==> src/design/gbi_pkg.sv <==
// gbi_pkg: shared types and constants of the grid bilinear interpolator.
// Used by gbi_axis, gbi_blend, the top level and the testbench; no dependencies.
package gbi_pkg;

  localparam int NUM_STAGES = 14;
  localparam int T_W        = 22;
  localparam int CFG_IDX_W  = 3;

  typedef enum logic [CFG_IDX_W-1:0] {
    CFG_X_ORIGIN   = 3'd0,
    CFG_Y_ORIGIN   = 3'd1,
    CFG_INV_STEP_X = 3'd2,
    CFG_INV_STEP_Y = 3'd3,
    CFG_COLS_USED  = 3'd4,
    CFG_ROWS_USED  = 3'd5
  } cfg_reg_t;

  typedef enum logic {
    CMD_WRITE = 1'b0,
    CMD_QUERY = 1'b1
  } cmd_t;

  typedef struct packed {
    logic s2;
    logic s3;
    logic s4;
    logic s5;
    logic s6;
    logic s7;
  } gbi_axis_en_t;

  typedef struct packed {
    logic s9;
    logic s10;
    logic s11;
    logic s12;
    logic s13;
    logic s14;
  } gbi_blend_en_t;

endpackage

==> src/design/gbi_axis.sv <==
// gbi_axis: per-axis coordinate pipeline (stages 2..7): cell index and clipped
// local coordinate from a position. Depends on gbi_pkg.
module gbi_axis import gbi_pkg::*; #(
  parameter int MAX = 64,
  localparam int IW = (MAX > 2) ? $clog2(MAX) : 1
) (
  input  logic                  clk,
  input  gbi_axis_en_t          en,
  input  logic signed [31:0]    pos,
  input  logic signed [31:0]    origin,
  input  logic [31:0]           inv,
  input  logic [6:0]            used,
  output logic [IW-1:0]         idx,
  output logic signed [T_W-1:0] t,
  output logic                  clip
);

  localparam logic signed [50:0] LIM_P = 51'sd1048576;
  localparam logic signed [50:0] LIM_N = -51'sd1048576;

  logic              neg2, neg3, neg4;
  logic [32:0]       mag2;
  logic [47:0]       plo3;
  logic [48:0]       phi3;
  logic [64:0]       m4;
  logic signed [50:0] u5;
  logic [IW-1:0]     i6;
  logic signed [50:0] t6;

  logic signed [32:0] d;
  logic [65:0]       q;
  logic [49:0]       uq;
  logic [11:0]       used_e, used_c, hi;
  logic signed [34:0] iraw;
  logic [11:0]       i_sel;

  always_comb begin
    d = {pos[31], pos} - {origin[31], origin};
    q = neg4 ? ({1'b0, m4} + 66'd65535) : {1'b0, m4};
    uq = q[65:16];
    used_e = {5'd0, used};
    if (used_e < 12'd2) begin
      used_c = 12'd2;
    end else if (used_e > 12'(MAX)) begin
      used_c = 12'(MAX);
    end else begin
      used_c = used_e;
    end
    hi = used_c - 12'd2;
    iraw = 35'(u5 >>> 16);
    if (u5 < 0) begin
      i_sel = 12'd0;
    end else if (iraw > $signed({23'd0, hi})) begin
      i_sel = hi;
    end else begin
      i_sel = iraw[11:0];
    end
  end

  always_ff @(posedge clk) begin
    if (en.s2) begin
      neg2 <= d[32];
      mag2 <= d[32] ? 33'(-d) : d;
    end
    if (en.s3) begin
      neg3 <= neg2;
      plo3 <= mag2[15:0] * inv;
      phi3 <= mag2[32:16] * inv;
    end
    if (en.s4) begin
      neg4 <= neg3;
      m4   <= {17'd0, plo3} + {phi3, 16'd0};
    end
    if (en.s5) begin
      u5   <= neg4 ? -$signed({1'b0, uq}) : $signed({1'b0, uq});
    end
    if (en.s6) begin
      i6 <= IW'(i_sel);
      t6 <= u5 - $signed({23'd0, i_sel, 16'd0});
    end
    if (en.s7) begin
      idx <= i6;
      if (t6 > LIM_P) begin
        t    <= T_W'(LIM_P);
        clip <= 1'b1;
      end else if (t6 < LIM_N) begin
        t    <= T_W'(LIM_N);
        clip <= 1'b1;
      end else begin
        t    <= T_W'(t6);
        clip <= 1'b0;
      end
    end
  end

endmodule

==> config.mk <==
export PLATFORM = sky130hd
export DESIGN_NAME = gbi_axis
export DESIGN_NICKNAME = d
export VERILOG_FILES = /design/src/design/gbi_pkg.sv /design/src/design/gbi_axis.sv
export SDC_FILE = /design/constraint.sdc
export NUM_CORES = 2
export LEC_CHECK = 0
export ABC_AREA = 1
export BUFFER_PORTS_ARGS = -buffer_cell sky130_fd_sc_hd__buf_2
export CORE_ASPECT_RATIO = 0.5
export CORE_MARGIN = 10
export CORE_UTILIZATION = 51
export DETAILED_ROUTE_END_ITERATION = 10
export GPL_ROUTABILITY_DRIVEN = 0
export PLACE_DENSITY_LB_ADDON = 0.3
export SETUP_SLACK_MARGIN = 0.1
export SLEW_MARGIN = 0
export SYNTH_ARGS = -nofsm -noshare
export SYNTH_HDL_FRONTEND = slang
export SYNTH_SLANG_ARGS = --single-unit
==> constraint.sdc <==
create_clock -name clk -period 10.08 [get_ports clk]
set_input_delay 0 -clock clk [delete_from_list [all_inputs] [get_ports clk]]
set_output_delay 0 -clock clk [all_outputs]
set_load 0.02 [all_outputs]
==> impl_metrics.csv <==
group,metric,value,unit
finish,nFillCells,9872,
route,drc,0,
sta,clock_skew,0.0517,ns
sta,setup-violations-final,0,
sta,drv_slew,0,
worst_setup_path,ff2ff_setup_slack,3.03,ns
logic_synthesis,syn_avg_cell_area,7.96,µm²
sta,fmax,0.142,GHz
route,wl_met1,63.0,mm
global_routing,grt_use_total,24.2,%
run,maxCapViolCount,0,
worst_setup_path,path_class,"flop to flop",
sta,maxSlewHeadroom,28.0,%
clock_network,cts_buffer_depth,3,
worst_setup_path,cp-start-kind,"flop",
global_routing,grt-ovfl-total,0,
sta,rsz0062_at_grt,"false",
route,wl_met2,63.3,mm
finish,nNetsFinal,8178,
finish,area_growth,5.62,%
logic_synthesis,ys_warn_count,0,
worst_setup_path,cp_max_fo,20,
clock_network,clock_latency,0.60,ns
floorplanning,core_region_area,106000,µm²
logic_synthesis,yosys.cell_types.count,53,
route,ant_nets,0,
sta,period_needed,7.05,ns
logic_synthesis,seq_area_frac_synth,18.4,%
clock_network,cts_setup_buffers,0,
clock_network,post_cts_resized,0,
clock_network,root_buffer,"clkbuf_16",
clock_network,clock-sinks,335,
logic_synthesis,synth_top_area_share,31.8,%
floorplanning,die_w,483,µm
floorplanning,num_rows,84,
route,vias,43800,
sta,finalCritPeriodShare,69.9,%
worst_setup_path,crit_required,10.43,ns
placement,dp_hpwl,114,mm
logic_synthesis,synthArstFlopShare,0,%
worst_setup_path,r2r_cells,22,
global_routing,antenna_found_initial,13,
logic_synthesis,synth_edf_count,335,
clock_network,numCtsBuffers,34,
logic_synthesis,syn_inst,6876,
route,avgViaCountPerCell,5.27,
worst_setup_path,endpoint_kind,"flop",
clock_network,clk_pin_slew_worst_paths,0.09,ns
route,firstDrtPassIters,6,
outcome,status,"finished, final reports clean",
route,top_layer,"met5",
floorplanning,die_area,122000,µm²
clock_network,cts_max_level,2,
global_routing,grt_max_degree,81,
global_routing,grt_pass1_wl,238,mm
global_routing,grt_pass1_vias,44600,
logic_synthesis,ys_dominant_reg_cell,"edfxtp_1",
route,drt_iter0_markers,3930,
clock_network,holdBufCountCts,5,
floorplanning,initial_core_util,51.8,%
finish,final_layout_size_suffix_gt1_share,4.53,%
logic_synthesis,synth-seq-cells,335,
sta,worst_pin_slew,1.08,ns
route,avgRoutedWirePerCell,17.6,µm
clock_network,cts_tree,"built",
finish,final_common_cell,"nand2_1",
sta,tns,0,ns
floorplanning,die-height,252,µm
hold_path,hold_depth,1,
placement,port_buffers,138,
route,wl_met3,16.8,mm
worst_setup_path,critical_path_arrival,7.39,ns
logic_synthesis,netlist_area,54700,µm²
finish,layout_common_cells,"nand2_1, inv_1, fa_1",
floorplanning,io_pins,139,
route,drt-total-wl,147,mm
logic_synthesis,synth_area_leaders,"fa_1, edfxtp_1, nand2_1, inv_1, ha_1",
hold_path,hold_path_class,"primary input to flop",
logic_synthesis,synth_top_area_cell,"fa_1",
sta,hold_violations,0,
[area by class of cell]
class	instances	area, µm²	area share, %
Clock inverter	16	176	0.305
Antenna cell	4	10.0	0.0173
Tap cell	1419	1780	3.07
Clock buffer	44	910	1.57
Sequential cell	335	10100	17.4
Multi-Input combinational cell	4652	37600	65.0
Timing Repair Buffer	198	1160	2.00
Inverter	1643	6170	10.7
[critical path, stage by stage (launching register included)]
cell      delay, ns
edfxtp_1       1.04
buf_4          0.38
nand2_1        0.11
fa_1           0.56
fa_1           0.52
inv_1          0.05
fa_1           0.48
inv_1          0.06
fa_1           0.50
fa_1           0.55
inv_1          0.05
fa_1           0.47
ha_1           0.41
nand2_1        0.10
nor2_1         0.13
inv_1          0.08
nor3_1         0.17
and3_1         0.18
a21oi_1        0.10
o21ai_0        0.35
a21oi_1        0.18
o21ai_0        0.24
xor2_1         0.09
[path summary, 6_finish.rpt]
path,startpoint,to
setup / recovery,mag2[26],phi3[48]
setup reg to reg,mag2[26],phi3[48]
hold / removal,en[5],mag2[1]
hold reg to reg,plo3[15],m4[15]
[metrics by stage]
| stage | hold WS (ns) | std cells | area, µm² | setup WS [ns] | utilization [%] |
|---|---|---|---|---|---|
| floorplan | 0.112 | 6878 | 54700 | 4.16 | - |
| global placement | 0.401 | 8242 | 56700 | 3.23 | 53.6 |
| detailed placement | 0.405 | 8242 | 56700 | 3.12 | 53.6 |
| CTS | 0.00905 | 8307 | 57800 | 3.11 | 54.7 |
| global route | 0.0582 | 8308 | 57800 | 2.62 | 54.7 |
| finish | 0.0200 | 8311 | 57800 | 3.03 | 54.7 |
[synthesized netlist by cell type (all sizes together), types with 3 or more instances]
cell type and n:
a21oi 261, edfxtp 335, o21a 19, a31oi 29, nor4 33, nand2 1867, and3 4, or2 3
nor2 457, ha 334, o21bai 18, inv 1643, a21o 14, xor2 141, o31ai 3, nand3b 24
clkbuf 236, o21ai 145, xnor2 100, o221ai 3, a211oi 4, nand4 56, and2 5, buf 12
fa 870, nand3 182, nor3 55, o211ai 8, a21boi 6
[metal layers]
layer,GRT usage (%),vias up
li1,-,20500
met1,33.2,21000
met2,37.8,1968
met3,7.31,273
met4,5.24,18
met5,0,-
[flip-flops by register name, indices dropped and copies added (netlist names)]
| name | flops |
|---|---|
| mag2 | 33 |
| clip | 1 |
| phi3 | 49 |
| plo3 | 48 |
| neg2 | 1 |
| t6 | 51 |
| t | 22 |
| i6 | 6 |
| neg3 | 1 |
| idx | 6 |
| m4 | 65 |
| neg4 | 1 |
| u5 | 51 |
[cells by family after synthesis]
group	share of synthesized area, %
AND/OR/NAND/NOR	20.1
flip-flops	18.4
XOR/XNOR	3.86
other	0.00685
buffers and inverters	13.0
adder cells (fa/ha/maj)	39.5
AO/OA/AOI/OAI	5.23
Power is not shown: default switching activity piles up to over one toggle a cycle in this logic, so the estimate is an artifact.
